File: src/hdl/hcd_pkg.sv
// Shared types, constants and character helpers for the chunked body decoder.
package hcd_pkg;

    // Receive buffer depth; sizes on a size line saturate at SIZE_CAP.
    localparam int unsigned BUF_DEPTH = 8192;
    localparam int unsigned SIZE_CAP  = (BUF_DEPTH > 8192) ? BUF_DEPTH : 8192;
    localparam int unsigned SZ_W      = $clog2(SIZE_CAP + 1);

    localparam int unsigned BYTE_W = 8;
    localparam int unsigned REST_W = 13;

    // Characters that steer the size line parser.
    localparam logic [7:0] CH_CR    = 8'h0D;
    localparam logic [7:0] CH_LF    = 8'h0A;
    localparam logic [7:0] CH_SPACE = 8'h20;
    localparam logic [7:0] CH_TAB   = 8'h09;
    localparam logic [7:0] CH_VT    = 8'h0B;
    localparam logic [7:0] CH_FF    = 8'h0C;
    localparam logic [7:0] CH_PLUS  = 8'h2B;
    localparam logic [7:0] CH_MINUS = 8'h2D;
    localparam logic [7:0] CH_X_LO  = 8'h78;
    localparam logic [7:0] CH_X_UP  = 8'h58;

    typedef logic [1:0] t_cause;
    localparam t_cause CAUSE_RAN_OUT   = 2'd0;
    localparam t_cause CAUSE_ZERO_SIZE = 2'd1;
    localparam t_cause CAUSE_MALFORMED = 2'd2;
    localparam t_cause CAUSE_TOO_LONG  = 2'd3;

    typedef enum logic [11:0] {
        PH_LEAD    = 12'b0000_0000_0001,
        PH_LEAD_CR = 12'b0000_0000_0010,
        PH_SIGNED  = 12'b0000_0000_0100,
        PH_ZERO    = 12'b0000_0000_1000,
        PH_HEX_X   = 12'b0000_0001_0000,
        PH_DIGITS  = 12'b0000_0010_0000,
        PH_TRAIL   = 12'b0000_0100_0000,
        PH_LINE_CR = 12'b0000_1000_0000,
        PH_PAYLOAD = 12'b0001_0000_0000,
        PH_OPT_CR  = 12'b0010_0000_0000,
        PH_OPT_CR2 = 12'b0100_0000_0000,
        PH_STOPPED = 12'b1000_0000_0000
    } t_phase;

    // Hex digit decode: bit 4 set when the byte is a hex digit, low bits its value.
    function automatic logic [4:0] hex_decode(input logic [7:0] c);
        logic [4:0] r;
        r = 5'd0;
        if (c >= 8'h30 && c <= 8'h39) begin
            r = {1'b1, 4'(c - 8'h30)};
        end else if (c >= 8'h61 && c <= 8'h66) begin
            r = {1'b1, 4'(c - 8'h57)};
        end else if (c >= 8'h41 && c <= 8'h46) begin
            r = {1'b1, 4'(c - 8'h37)};
        end
        return r;
    endfunction

    // Whitespace skipped ahead of a size: space, TAB, LF, VT and FF.
    function automatic logic is_lead_space(input logic [7:0] c);
        return (c == CH_SPACE) || (c == CH_TAB) || (c == CH_LF) ||
               (c == CH_VT) || (c == CH_FF);
    endfunction

endpackage

File: src/hdl/http_chunked_decoder_unit.sv
// Top level of the chunked transfer decoder: size line parser and payload forwarder.
//
//  Channel   Dir  Signals                          Contents
//  s_axis    in   i_s_axis_tvalid/o_s_axis_tready  tdata[7:0] data_byte, [20:8] bytes_after
//  m_axis    out  o_m_axis_tvalid/i_m_axis_tready  tdata[7:0] payload_byte, tlast
//                                                  buffer_end, tuser[0] has_payload,
//                                                  tuser[2:1] stop_cause
//
// One request is accepted per clock while o_s_axis_tready is high. A request is taken
// into an input register, and in the following cycle the parser step runs between that
// register and the result register. i_rst_n is synchronous and active low; it empties
// both registers and returns the parser to the start of a size line.
// When the result register is full and not taken, a byte that yields a result waits in the
// input register and o_s_axis_tready falls; bytes that yield no result still drain.
module http_chunked_decoder_unit
    import hcd_pkg::*;
(
    input  logic        i_clk,
    input  logic        i_rst_n,
    input  logic        i_s_axis_tvalid,
    output logic        o_s_axis_tready,
    input  logic [23:0] i_s_axis_tdata,   // [7:0] data_byte, [20:8] bytes_after, zero pad
    output logic        o_m_axis_tvalid,
    input  logic        i_m_axis_tready,
    output logic [7:0]  o_m_axis_tdata,   // [7:0] payload_byte
    output logic [2:0]  o_m_axis_tuser,   // [0] has_payload, [2:1] stop_cause
    output logic        o_m_axis_tlast    // buffer_end
);

    localparam logic [SZ_W+3:0] SIZE_CAP_X = (SZ_W + 4)'(SIZE_CAP);

    // Input register.
    logic                r_in_valid;
    logic [BYTE_W-1:0]   r_in_byte;
    logic [REST_W-1:0]   r_in_rest;

    // Parser state.
    t_phase              r_phase, n_phase;
    logic [SZ_W-1:0]     r_size, n_size;
    logic [SZ_W-1:0]     r_left, n_left;
    logic                r_neg, n_neg;
    t_cause              r_stop, n_stop;

    // Result register.
    logic                r_out_valid;
    logic [BYTE_W-1:0]   r_out_byte;
    logic                r_out_has;
    logic                r_out_last;
    t_cause              r_out_cause;

    logic                emit;
    logic                res_valid;
    logic                buf_end;
    logic                out_free;
    logic                advance;
    logic                do_lead;
    logic                do_first;
    logic                do_digits;
    logic [4:0]          hex;
    logic [SZ_W+3:0]     size_sum;
    logic [SZ_W-1:0]     size_add;
    logic [SZ_W-1:0]     left_dec;
    logic [SZ_W-1:0]     rest_x;
    t_phase              step_phase;
    t_cause              step_stop;

    assign hex      = hex_decode(r_in_byte);
    // Low nibble of the shifted value is zero, so OR adds the digit.
    assign size_sum = {r_size, 4'b0000} | {{SZ_W{1'b0}}, hex[3:0]};
    assign size_add = (size_sum > SIZE_CAP_X) ? SZ_W'(SIZE_CAP) : size_sum[SZ_W-1:0];
    assign left_dec = (r_left != '0) ? (r_left - SZ_W'(1)) : '0;
    assign rest_x   = SZ_W'(r_in_rest);
    assign buf_end  = (r_in_rest == '0);

    // One parser step for the byte in the input register.
    always_comb begin
        step_phase = r_phase;
        n_size     = r_size;
        n_left     = r_left;
        n_neg      = r_neg;
        step_stop  = r_stop;
        emit       = 1'b0;
        do_lead    = 1'b0;
        do_first   = 1'b0;
        do_digits  = 1'b0;

        case (r_phase)
            PH_PAYLOAD: begin
                emit   = 1'b1;
                n_left = left_dec;
                if (left_dec == '0) begin
                    step_phase = PH_OPT_CR;
                end
            end
            PH_STOPPED: begin
            end
            PH_OPT_CR: begin
                if (r_in_byte == CH_CR) begin
                    step_phase = PH_OPT_CR2;
                end else begin
                    do_lead = 1'b1;
                end
            end
            PH_OPT_CR2: begin
                if (r_in_byte == CH_LF) begin
                    step_phase = PH_LEAD;
                end else begin
                    // A lone CR counts as leading whitespace of the next line.
                    do_lead = 1'b1;
                end
            end
            PH_LEAD_CR: begin
                if (r_in_byte == CH_LF) begin
                    // The line ended before any digit.
                    step_phase = PH_STOPPED;
                    step_stop  = CAUSE_MALFORMED;
                end else begin
                    do_lead = 1'b1;
                end
            end
            PH_LEAD: begin
                do_lead = 1'b1;
            end
            PH_SIGNED: begin
                do_first = 1'b1;
            end
            PH_ZERO: begin
                if (r_in_byte == CH_X_LO || r_in_byte == CH_X_UP) begin
                    step_phase = PH_HEX_X;
                end else begin
                    do_digits = 1'b1;
                end
            end
            PH_DIGITS: begin
                do_digits = 1'b1;
            end
            PH_HEX_X: begin
                if (hex[4]) begin
                    n_size     = size_add;
                    step_phase = PH_DIGITS;
                end else begin
                    step_phase = PH_STOPPED;
                    step_stop  = CAUSE_MALFORMED;
                end
            end
            PH_TRAIL: begin
                if (r_in_byte == CH_SPACE) begin
                    step_phase = PH_TRAIL;
                end else if (r_in_byte == CH_CR) begin
                    step_phase = PH_LINE_CR;
                end else begin
                    step_phase = PH_STOPPED;
                    step_stop  = CAUSE_MALFORMED;
                end
            end
            PH_LINE_CR: begin
                if (r_in_byte != CH_LF) begin
                    step_phase = PH_STOPPED;
                    step_stop  = CAUSE_MALFORMED;
                end else if (r_neg && r_size != '0) begin
                    step_phase = PH_STOPPED;
                    step_stop  = CAUSE_MALFORMED;
                end else if (r_size == '0) begin
                    step_phase = PH_STOPPED;
                    step_stop  = CAUSE_ZERO_SIZE;
                end else if (r_size > rest_x) begin
                    step_phase = PH_STOPPED;
                    step_stop  = CAUSE_TOO_LONG;
                end else begin
                    n_left     = r_size;
                    step_phase = PH_PAYLOAD;
                    n_size     = '0;
                    n_neg      = 1'b0;
                end
            end
            default: begin
                step_phase = PH_STOPPED;
                step_stop  = CAUSE_MALFORMED;
            end
        endcase

        if (do_lead) begin
            if (is_lead_space(r_in_byte)) begin
                step_phase = PH_LEAD;
            end else if (r_in_byte == CH_CR) begin
                step_phase = PH_LEAD_CR;
            end else if (r_in_byte == CH_PLUS || r_in_byte == CH_MINUS) begin
                n_neg      = (r_in_byte == CH_MINUS);
                step_phase = PH_SIGNED;
            end else begin
                do_first = 1'b1;
            end
        end

        if (do_first) begin
            if (hex[4]) begin
                n_size     = size_add;
                step_phase = (hex[3:0] == 4'd0) ? PH_ZERO : PH_DIGITS;
            end else begin
                step_phase = PH_STOPPED;
                step_stop  = CAUSE_MALFORMED;
            end
        end

        if (do_digits) begin
            if (hex[4]) begin
                n_size     = size_add;
                step_phase = PH_DIGITS;
            end else if (r_in_byte == CH_SPACE) begin
                step_phase = PH_TRAIL;
            end else if (r_in_byte == CH_CR) begin
                step_phase = PH_LINE_CR;
            end else begin
                step_phase = PH_STOPPED;
                step_stop  = CAUSE_MALFORMED;
            end
        end

        // The last byte of a buffer returns the parser to its start.
        n_phase = step_phase;
        n_stop  = step_stop;
        if (buf_end) begin
            n_phase = PH_LEAD;
            n_size  = '0;
            n_left  = '0;
            n_neg   = 1'b0;
            n_stop  = CAUSE_RAN_OUT;
        end
    end

    assign res_valid       = emit || buf_end;
    assign out_free        = !r_out_valid || i_m_axis_tready;
    assign advance         = r_in_valid && (!res_valid || out_free);
    assign o_s_axis_tready = !r_in_valid || advance;

    always_ff @(posedge i_clk) begin
        if (!i_rst_n) begin
            r_in_valid <= 1'b0;
        end else if (o_s_axis_tready) begin
            r_in_valid <= i_s_axis_tvalid;
        end
    end

    always_ff @(posedge i_clk) begin
        if (o_s_axis_tready && i_s_axis_tvalid) begin
            r_in_byte <= i_s_axis_tdata[7:0];
            r_in_rest <= i_s_axis_tdata[20:8];
        end
    end

    always_ff @(posedge i_clk) begin
        if (!i_rst_n) begin
            r_phase <= PH_LEAD;
            r_size  <= '0;
            r_left  <= '0;
            r_neg   <= 1'b0;
            r_stop  <= CAUSE_RAN_OUT;
        end else if (advance) begin
            r_phase <= n_phase;
            r_size  <= n_size;
            r_left  <= n_left;
            r_neg   <= n_neg;
            r_stop  <= n_stop;
        end
    end

    always_ff @(posedge i_clk) begin
        if (!i_rst_n) begin
            r_out_valid <= 1'b0;
        end else if (advance && res_valid) begin
            r_out_valid <= 1'b1;
        end else if (i_m_axis_tready) begin
            r_out_valid <= 1'b0;
        end
    end

    always_ff @(posedge i_clk) begin
        if (advance && res_valid) begin
            r_out_byte  <= emit ? r_in_byte : '0;
            r_out_has   <= emit;
            r_out_last  <= buf_end;
            r_out_cause <= (buf_end && step_phase == PH_STOPPED) ? step_stop : CAUSE_RAN_OUT;
        end
    end

    assign o_m_axis_tvalid = r_out_valid;
    assign o_m_axis_tdata  = r_out_byte;
    assign o_m_axis_tuser  = {r_out_cause, r_out_has};
    assign o_m_axis_tlast  = r_out_last;

`ifndef NO_ASSERTIONS
    // A payload in progress always has bytes left to forward.
    a_payload_left: assert property (@(posedge i_clk) disable iff (!i_rst_n)
        (r_phase == PH_PAYLOAD) |-> (r_left != '0))
        else $error("payload phase with no bytes left");

    // Decoding only stops with a real cause.
    a_stop_cause: assert property (@(posedge i_clk) disable iff (!i_rst_n)
        (r_phase == PH_STOPPED) |-> (r_stop != CAUSE_RAN_OUT))
        else $error("stopped without a cause");

    // The size accumulator never passes its saturation cap.
    a_size_cap: assert property (@(posedge i_clk) disable iff (!i_rst_n)
        r_size <= SZ_W'(SIZE_CAP))
        else $error("size value above cap");

    // Every result either carries payload or closes a buffer.
    a_result_kind: assert property (@(posedge i_clk) disable iff (!i_rst_n)
        r_out_valid |-> (r_out_has || r_out_last))
        else $error("empty result");

    // A stop cause is only reported on the last result of a buffer.
    a_cause_last: assert property (@(posedge i_clk) disable iff (!i_rst_n)
        (r_out_valid && r_out_cause != CAUSE_RAN_OUT) |-> (r_out_last && !r_out_has))
        else $error("stop cause on a non-final result");
`endif

endmodule
File: config.mk
export PLATFORM = sky130hd
export DESIGN_NAME = http_chunked_decoder_unit
export DESIGN_NICKNAME = d
export VERILOG_FILES = /design/src/hdl/hcd_pkg.sv /design/src/hdl/http_chunked_decoder_unit.sv
export SDC_FILE = /design/constraint.sdc
export NUM_CORES = 1
export LEC_CHECK = 0
export ABC_AREA = 0
export CELL_PAD_IN_SITES_DETAIL_PLACEMENT = 1
export CELL_PAD_IN_SITES_GLOBAL_PLACEMENT = 1
export CORE_MARGIN = 2
export CORE_UTILIZATION = 48
export DETAILED_ROUTE_END_ITERATION = 8
export DONT_BUFFER_PORTS = 1
export PLACE_DENSITY = 0.89
export SLEW_MARGIN = 20
export SYNTH_ARGS = -nofsm -noshare
export SYNTH_HDL_FRONTEND = slang
export SYNTH_SLANG_ARGS = --single-unit
File: constraint.sdc
create_clock -name i_clk -period 3.4 [get_ports i_clk]
set_input_delay 0.85 -clock i_clk [delete_from_list [all_inputs] [get_ports i_clk]]
set_output_delay 0.85 -clock i_clk [all_outputs]
set_load 0.1 [all_outputs]
==> results.sh, run 1 <==
export IMPL_powerDensity_nw_per_um2=359
export IMPL_grt_antenna_before_repair=0
export IMPL_numClockSinks=78
export IMPL_grt_max_degree=30
export IMPL_timing_final_crit_share_pct=93.6
export IMPL_top_usage_layer="met2"
export IMPL_viasPerCell=6.88
export IMPL_ctsResizeCount=0
export IMPL_cts_tree="done"
export IMPL_status="completed"
export IMPL_tns_ns=0
export IMPL_synth_common_cells="66 x nand2_1, 57 x nor2_1, 49 x a21oi_1"
export IMPL_worstSetupPathType="register to output port"
export IMPL_die_area_um2=11800
export IMPL_h_tree_depth=3
export IMPL_hp_class="register to register"
export IMPL_io_pins=42
export IMPL_gr_total_overflow=0
export IMPL_met3_usage_pct=5.30
export IMPL_fp_dieW_um=109
export IMPL_die_h_um=109
export IMPL_cp_cell_sequence="or4_4, nor2_1, nand3_1, nand2_1, nand3_1, buf_4"
export IMPL_synth_distinct_cells=66
export IMPL_io_buffers=0
export IMPL_clock_latency_ns=0.39
export IMPL_yosysWarnings=0
export IMPL_vias=5658
export IMPL_numCtsBuffers=9
export IMPL_gp_congestion=0.950
export IMPL_syn_instance_count=647
export IMPL_initial_utilization_pct=48.9
export IMPL_end_kind="output port"
export IMPL_period_needed_ns=3.18
export IMPL_p_leak_nw=2.31
export IMPL_finalSetupViolations=0
export IMPL_finalHoldViolCount=0
export IMPL_cts_setup_buffers=0
export IMPL_grt_use_total_pct=35.2
export IMPL_slew_viol_final=0
export IMPL_syn_avg_cell_area_um2=8.12
export IMPL_path_buf_inv=1
export IMPL_synth_edf_count=33
export IMPL_wl_um=19800
export IMPL_hpwlAfterDp_um=14700
export IMPL_clockBufferDepth=2
export IMPL_worstPathMaxFanout=12
export IMPL_seq_area_frac_synth_pct=36.0
export IMPL_worst_pin_slew_ns=0.920
export IMPL_ys_async_sr_fraction_pct=0
export IMPL_worst_ep_required_time_ns=2.55
export IMPL_cp_top_family="simple AND/OR/NAND/NOR gates"
export IMPL_cts_hold_buf=0
export IMPL_critPathArrivalTime_ns=2.33
export IMPL_synth_cell_area_um2=5250
export IMPL_synth_top_cell_area_share_pct=18.9
export IMPL_synth_top_flop_cell="dfxtp_1"
export IMPL_slew_headroom_pct=38.8
export IMPL_max_freq_mhz=314
export IMPL_post_synth_top_count_cell="nand2_1"
export IMPL_first_global_vias=5777
export IMPL_cpMostUsedCell="nand3_1"
export IMPL_drt_wirelength_per_cell_um=24.1
export IMPL_use_met2_pct=59.6
export IMPL_drive_gt1_share_pct=12.9
export IMPL_synth_largest_area_cell="edfxtp_1"
export IMPL_area_delta_synth_final_pct=13.0
export IMPL_n_antenna_cell=0
export IMPL_grt_met1_usage_pct=43.0
export IMPL_cap_violations=0
export IMPL_nets=725
export IMPL_power_total_mw=2.13
export IMPL_drc=0
export IMPL_crit_path_start_kind="register"
export IMPL_core_area_um2=10700
export IMPL_cts_root_buffer="clkbuf_8"
export IMPL_vdd_drop_max_uv=261
export IMPL_syn_nets=695
export IMPL_drtAntennaViolNets=0
export IMPL_rsz0062_at_grt="no"
export IMPL_rows=38
export IMPL_yosys_top_cells_area="edfxtp_1 19%, dfxtp_1 17%, ha_1 4.8%"
export IMPL_cp_slowest_stage_delay_ns=0.69
export IMPL_path_clk_slew_ns=0.10
export IMPL_dr_first_iter_drc_count=452
export IMPL_drtPass1Iterations=5
export IMPL_grt_pass1_wl_um=31400
export IMPL_clock_skew_final_ns=0.0149
export IMPL_synth_seq_cells=78
export IMPL_crit_path_top_delay_cell="or4_4"
## final cells by class
cell class              instances  area [um^2]
clock buffers                   9          124
fillers                      1321         4810
repair buffers                 55          413
flip-flops and latches         78         1890
inverters                      31          116
multi-input cells             502         3120
clock inverters                 7         97.6
well taps                     140          175
## kinds of logic (layout without fill, tap and decap cells)
| kind of cell | Yosys count | after routing | share of synthesized area [%] |
|---|---|---|---|
| and+or+nand+nor | 272 | 272 | 26.6 |
| AOI/OAI and AO/OA | 197 | 197 | 25.4 |
| DFF | 78 | 78 | 36.0 |
| buffers and inverters | 67 | 102 | 4.95 |
| adders and majority gates | 20 | 20 | 4.76 |
| xor gates and xnor gates | 9 | 9 | 1.50 |
| muxes | 4 | 4 | 0.762 |
## through the flow
| stage | cells | worst slack, ns | hold WS [ns] | cell area (um^2) | util [%] |
|---|---|---|---|---|---|
| 5_1_grt | 822 | 0.00878 | 0.539 | 5940 | 55.2 |
| 6_report | 822 | 0.218 | 0.510 | 5940 | 55.2 |
| 3_5_place_dp | 806 | 0.261 | 0.498 | 5700 | 53.1 |
| 3_3_place_gp | 806 | 0.347 | 0.482 | 5700 | 53.1 |
| 4_1_cts | 822 | 0.0598 | 0.511 | 5920 | 55.1 |
| 2_1_floorplan | 647 | 0.102 | 0.432 | 5250 | - |
## per-layer routing
metal / share of wire (%) / vias up
li1: - / 2519
met1: 39 / 2765
met2: 49 / 304
met3: 7.1 / 70
met4: 4.5 / 0
met5: 0 / -
## flip-flops by register name, summed over array words and instances, names as in the netlist
| signal | count |
|---|---|
| r_out_cause | 2 |
| r_left | 14 |
| o_m_axis_tvalid | 1 |
| r_neg | 1 |
| o_m_axis_tlast | 1 |
| r_out_has | 1 |
| r_in_valid | 1 |
| r_in_rest | 13 |
| r_stop | 2 |
| r_size | 14 |
| r_phase | 12 |
| o_m_axis_tdata | 8 |
| r_in_byte | 8 |
## cells in the final DEF, fill, tap and decap left out, drive strengths merged, types with 5 or more instances in the layout
master	instances
inv	32
clkbuf	9
a31oi	10
nor4	21
or3	9
nand3	27
edfxtp	33
a221oi	5
a21oi	49
nor3	21
xor2	7
a211oi	9
and2	9
a21o	5
ha	20
buf	55
o21ai	41
nand3b	5
nand4	13
nor2b	7
a32oi	12
nand2b	8
nand2	66
a22oi	15
nor2	57
o31ai	7
or4	7
dfxtp	45
## tightest hold or removal path: cells and delay by family, from the launching register on
kind | cells | cell delay [ns]
AND/OR/NAND/NOR | 1 | 0.07
flip-flops | 1 | 0.35
AO/OA/AOI/OAI | 1 | 0.06
## worst paths after layout
| kind | start | endpoint | slack, ns | cells past startpoint |
|---|---|---|---|---|
| worst min register to register | r_left[1]$_SDFFE_PN0P_ | r_left[1]$_SDFFE_PN0P_ | 0.51 | 2 |
| worst max-delay path | r_phase[11]$_SDFFE_PN0P_ | o_s_axis_tready | 0.22 | 6 |
| worst min-delay path | r_left[1]$_SDFFE_PN0P_ | r_left[1]$_SDFFE_PN0P_ | 0.51 | 2 |
| worst max register to register | r_in_byte[0]$_DFFE_PP_ | r_size[2]$_SDFFE_PN0P_ | 0.23 | 7 |
## where the power goes
part / internal [mW] / total [mW] / switching [mW]
combinational: 0.0939 / 0.292 / 0.198
sequential: 1.00 / 1.03 / 0.0319
clock: 0.415 / 0.805 / 0.390
Note: power is estimated with default switching activity, not from simulation.
==> run 2: changes to the inputs <==
==> constraint.sdc (replaced) <==
create_clock -name i_clk -period 3.4 [get_ports i_clk]
set_input_delay 0.85 -clock i_clk [delete_from_list [all_inputs] [get_ports i_clk]]
set_output_delay 0.85 -clock i_clk [all_outputs]
set_load 0.02 [all_outputs]
==> results.sh, run 2 (same netlist as run 1, synthesis figures left out) <==
export IMPL_status="completed"
export IMPL_wl_um=18800
export IMPL_vias=5510
export IMPL_clock_latency_ns=0.37
export IMPL_finalHoldViolCount=0
export IMPL_final_cell_mix="66 x nand2_1, 57 x nor2_1, 48 x a21oi_1, 48 x buf_4, 45 x dfxtp_1"
export IMPL_die_h_um=109
export IMPL_worstSetupPathType="register to output port"
export IMPL_hpwlAfterDp_um=14100
export IMPL_period_needed_ns=3.28
export IMPL_first_global_vias=5712
export IMPL_gp_congestion=0.983
export IMPL_finalSetupViolations=0
export IMPL_clockBufferDepth=2
export IMPL_numCtsBuffers=9
export IMPL_p_leak_nw=2.25
export IMPL_rows=38
export IMPL_io_pins=42
export IMPL_timing_final_crit_share_pct=96.4
export IMPL_ctsResizeCount=0
export IMPL_cts_hold_buf=0
export IMPL_worst_ep_required_time_ns=2.55
export IMPL_end_kind="output port"
export IMPL_rsz0062_at_grt="no"
export IMPL_gr_total_overflow=0
export IMPL_viasPerCell=6.76
export IMPL_max_freq_mhz=305
export IMPL_fp_dieW_um=109
export IMPL_top_regs="r_left (14), r_size (14), r_in_rest (13)"
export IMPL_drtAntennaViolNets=0
export IMPL_grt_pass1_wl_um=30200
export IMPL_area_delta_synth_final_pct=10.6
export IMPL_slew_headroom_pct=42.7
export IMPL_slew_viol_final=0
export IMPL_drt_wirelength_per_cell_um=23.1
export IMPL_numClockSinks=78
export IMPL_worstPathMaxFanout=12
export IMPL_clock_skew_final_ns=0.0105
export IMPL_grt_use_total_pct=33.5
export IMPL_fillers=1361
export IMPL_instances_no_fill=815
export IMPL_cts_root_buffer="clkbuf_8"
export IMPL_die_area_um2=11800
export IMPL_drive_gt1_share_pct=11.3
export IMPL_path_clk_slew_ns=0.08
export IMPL_io_buffers=0
export IMPL_h_tree_depth=3
export IMPL_drc=0
export IMPL_crit_path_start_kind="register"
export IMPL_grt_max_degree=30
export IMPL_nets=718
export IMPL_grt_antenna_before_repair=0
export IMPL_vdd_drop_max_uv=259
export IMPL_n_antenna_cell=0
export IMPL_worst_pin_slew_ns=0.849
export IMPL_hp_class="register to register"
export IMPL_dr_first_iter_drc_count=508
export IMPL_core_area_um2=10700
export IMPL_cap_violations=0
export IMPL_dp_cells=799
export IMPL_cts_tree="done"
export IMPL_critPathArrivalTime_ns=2.43
export IMPL_initial_utilization_pct=48.9
export IMPL_cts_setup_buffers=0
export IMPL_powerDensity_nw_per_um2=333
export IMPL_tns_ns=0
export IMPL_layout_commonest_cell="nand2_1"
export IMPL_drtPass1Iterations=5
run 2: changes by cell type in the layout (fill, tap and decap cells not counted), moves of 2 or more:
cell / before / now
buf_4: 55 / 48
bufinv_16: 2 / 0
clkbuf_1: 0 / 2
clkinv_2: 1 / 3
run 2: stage by stage:
stage | area, um^2 | worst slack [ns] | power [mW] | hold slack, ns | utilization [%]
finish | 5810 | 0.121 | 1.94 | 0.525 | 54.1
global route | 5810 | 0.00344 | 2.00 | 0.541 | 54.1
CTS | 5810 | 0.136 | 1.93 | 0.525 | 54.1
detailed placement | 5650 | 0.258 | 1.33 | 0.505 | 52.6
global placement | 5650 | 0.381 | 1.31 | 0.484 | 52.6
floorplan | 5250 | 0.372 | 1.23 | 0.432 | -
run 2: routing by layer:
| metal | global-route usage, % | share of wire (%) |
|---|---|---|
| met1 | 41.4 | 42 |
| met2 | 56.3 | 48 |
| met3 | 6.27 | 5.8 |
| met4 | 15.7 | 3.8 |
| met5 | 0 | 0 |
run 2: where the power goes:
group | internal (mW) | switching (mW)
clock | 0.260 | 0.360
sequential | 1.00 | 0.0319
combinational | 0.0899 | 0.192
total | 1.35 | 0.584
run 2: critical path, stage by stage (launching register included):
cell and delay, ns:
dfxtp_1 0.42, or4_1 0.78, nor2_1 0.17, nand3_1 0.15, nand2_1 0.24, nand3_1 0.29
run 2: final timing paths:
path	from	to	slack, ns	depth (start not counted)
setup / recovery	r_phase[11]$_SDFFE_PN0P_	o_s_axis_tready	0.12	5
hold / removal	r_left[2]$_SDFFE_PN0P_	r_left[2]$_SDFFE_PN0P_	0.53	2
setup reg to reg	r_in_byte[1]$_DFFE_PP_	r_out_cause[1]$_SDFFCE_PN0P_	0.17	9
hold reg to reg	r_left[2]$_SDFFE_PN0P_	r_left[2]$_SDFFE_PN0P_	0.53	2
run 2: final cells by class:
| cell class | instances | area [um^2] | area share (%) |
|---|---|---|---|
| sequential | 78 | 1890 | 32.6 |
| inverter | 31 | 116 | 2.00 |
| clock buffer | 11 | 131 | 2.26 |
| multi-input combinational | 502 | 3110 | 53.5 |
| tap | 140 | 175 | 3.01 |
| clock inverter | 5 | 26.3 | 0.452 |
| timing repair buffer | 48 | 360 | 6.20 |
==> run 3: changes to the inputs <==
ABC_AREA = 1   (was 0)
CORE_UTILIZATION = 47   (was 48)
RECOVER_POWER = 25   (was not set)
==> results.sh, run 3 <==
export IMPL_status="completed"
export IMPL_area_delta_synth_final_pct=7.67
export IMPL_ys_async_sr_fraction_pct=0
export IMPL_max_freq_mhz=345
export IMPL_cp_top_family="simple AND/OR/NAND/NOR gates"
export IMPL_crit_path_start_kind="register"
export IMPL_utilization_pct=52.2
export IMPL_fp_dieW_um=110
export IMPL_r2r_cells=14
export IMPL_end_kind="output port"
export IMPL_rows=38
export IMPL_syn_avg_cell_area_um2=7.11
export IMPL_path_buf_inv=1
export IMPL_h_tree_depth=3
export IMPL_syn_instance_count=746
export IMPL_hp_class="register to register"
export IMPL_wl_um=16600
export IMPL_hpwlAfterDp_um=12200
export IMPL_hold_depth=2
export IMPL_first_global_vias=5526
export IMPL_synth_top_cell_area_share_pct=18.7
export IMPL_hp_start="r_left[12]$_SDFFE_PN0P_"
export IMPL_period_needed_ns=2.90
export IMPL_whs_endpoint="r_left[12]$_SDFFE_PN0P_"
export IMPL_place_area_um2=5420
export IMPL_cts_hold_buf=0
export IMPL_powerDensity_nw_per_um2=395
export IMPL_cts_root_buffer="clkbuf_16"
export IMPL_worst_ep_required_time_ns=2.55
export IMPL_viasPerCell=5.80
export IMPL_drc=0
export IMPL_grt_use_total_pct=28.9
export IMPL_r2r_end="r_size[13]$_SDFFE_PN0P_"
export IMPL_drtAntennaViolNets=0
export IMPL_rrSetupSlack_ns=0.69
export IMPL_numCtsBuffers=9
export IMPL_vias=5164
export IMPL_n_antenna_cell=0
export IMPL_fin_area_um2=5710
export IMPL_crit_path_top_delay_cell="dfxtp_1"
export IMPL_grt_antenna_before_repair=0
export IMPL_seq_area_frac_synth_pct=35.7
export IMPL_fillers=1451
export IMPL_power_total_mw=2.26
export IMPL_synth_common_cells="186 x nand2_1, 98 x inv_1, 68 x nor2_1"
export IMPL_synth_distinct_cells=41
export IMPL_worst_pin_slew_ns=0.874
export IMPL_cts_tree="done"
export IMPL_clock_skew_final_ns=0.00734
export IMPL_finalSetupViolations=0
export IMPL_cap_violations=0
export IMPL_cp_slowest_stage_delay_ns=0.36
export IMPL_drtPass1Iterations=4
export IMPL_p_leak_nw=2.57
export IMPL_syn_nets=794
export IMPL_drive_gt1_share_pct=11.3
export IMPL_io_pins=42
export IMPL_core_area_um2=10900
export IMPL_gp_congestion=0.934
export IMPL_timing_final_crit_share_pct=85.2
export IMPL_path_clk_slew_ns=0.06
export IMPL_die_h_um=110
export IMPL_seq_area_um2=1890
export IMPL_synth_edf_count=33
export IMPL_multi_input_area_um2=2890
export IMPL_post_synth_top_count_cell="nand2_1"
export IMPL_vdd_drop_max_uv=301
export IMPL_synth_largest_area_cell="edfxtp_1"
export IMPL_slew_viol_final=0
export IMPL_initial_utilization_pct=48.5
export IMPL_nets=793
export IMPL_rsz0062_at_grt="no"
export IMPL_gr_total_overflow=0
export IMPL_top_regs="r_left (14), r_size (14), r_in_rest (13)"
export IMPL_yosys_top_cells_area="edfxtp_1 19%, dfxtp_1 17%, nand2_1 13%"
export IMPL_layout_commonest_cell="nand2_1"
export IMPL_dr_first_iter_drc_count=314
export IMPL_clockBufferDepth=2
export IMPL_synth_top_flop_cell="dfxtp_1"
export IMPL_io_buffers=0
export IMPL_tns_ns=0
export IMPL_slew_headroom_pct=41.7
export IMPL_clock_latency_ns=0.35
export IMPL_r2r_start="r_phase[2]$_SDFFE_PN0P_"
export IMPL_cp_cell_sequence="nor2_1, nand2_1, nor2_4, nand4_1, buf_4, nand2_1, nand3_1"
export IMPL_worstPathMaxFanout=11
export IMPL_synth_cell_area_um2=5300
export IMPL_grt_max_degree=26
export IMPL_numClockSinks=78
export IMPL_drt_wirelength_per_cell_um=18.6
export IMPL_cpMostUsedCell="nand2_1"
export IMPL_finalHoldViolCount=0
export IMPL_critPathArrivalTime_ns=2.05
export IMPL_yosysWarnings=0
export IMPL_synth_seq_cells=78
export IMPL_die_area_um2=12100
export IMPL_final_cell_mix="186 x nand2_1, 98 x inv_1, 68 x nor2_1"
export IMPL_cts_setup_buffers=0
export IMPL_worstSetupPathType="register to output port"
export IMPL_grt_pass1_wl_um=26900
export IMPL_ctsResizeCount=0
## run 3: cell types whose count changed in the layout (fill, tap and decap cells not counted), moves of 13 or more
cell	previous run	this run
buf_4	48	8
nand4_1	13	29
nor4_1	21	3
nand2_2	0	13
nand3_1	27	53
inv_1	31	98
a22oi_1	15	0
nand2_1	66	186
## run 3: worst max-delay path by stage
| stage | depth (start not counted) | to | slack, ns | startpoint |
|---|---|---|---|---|
| after CTS | 7 | o_s_axis_tready | 0.52 | r_phase[2]$_SDFFE_PN0P_ |
| after detailed placement | 9 | r_in_rest[3]$_DFFE_PP_ | 0.77 | r_phase[2]$_SDFFE_PN0P_ |
| after global placement | 15 | r_size[7]$_SDFFE_PN0P_ | 0.90 | r_in_byte[0]$_DFFE_PP_ |
| after global routing | 7 | o_s_axis_tready | 0.34 | r_phase[2]$_SDFFE_PN0P_ |
| final | 7 | o_s_axis_tready | 0.50 | r_phase[2]$_SDFFE_PN0P_ |
| after floorplan | 2 | o_s_axis_tready | 1.31 | i_m_axis_tready |
## run 3: kinds of logic after synthesis
group	Yosys count	synth area share, %
AO/OA/AOI/OAI	119	13.1
XOR/XNOR	4	0.661
adder cells (fa/ha/maj)	20	4.72
buffers and inverters	128	9.86
flip-flops	78	35.7
AND/OR/NAND/NOR	397	35.9
## run 3: through the flow
stage	setup slack [ns]	hold WS [ns]	std cells
6_report	0.504	0.498	890
5_1_grt	0.343	0.527	890
4_1_cts	0.519	0.494	890
3_5_place_dp	0.770	0.484	874
3_3_place_gp	0.903	0.480	874
2_1_floorplan	1.31	0.457	746
## run 3: layer usage
layer	vias to the layer above	share of wire, %	track usage [%]
met4	0	3.0	12.2
met1	2528	42	33.8
met2	129	50	51.8
li1	2470	-	-
met5	-	0	0
met3	37	4.3	5.11
## run 3: final cells by class
class | count | area share, %
well taps | 140 | 3.07
clock buffers | 10 | 4.01
repair buffers | 8 | 1.05
clock inverters | 6 | 1.05
multi-input cells | 540 | 50.6
flip-flops and latches | 78 | 33.1
inverters | 108 | 7.10
## run 3: power breakdown
group          total [mW]  internal [mW]  switching [mW]
logic               0.251         0.0705           0.181
clock network       0.976          0.568           0.409
registers            1.03           1.00          0.0252
total                2.26           1.64           0.615
## run 3: worst register-to-register path: cells and delay by family, from the launching register on
family,cells,cell delay [ns]
buffers and inverters,3,0.60
AOI/OAI and AO/OA,2,0.30
DFF,1,0.42
and+or+nand+nor,9,1.30
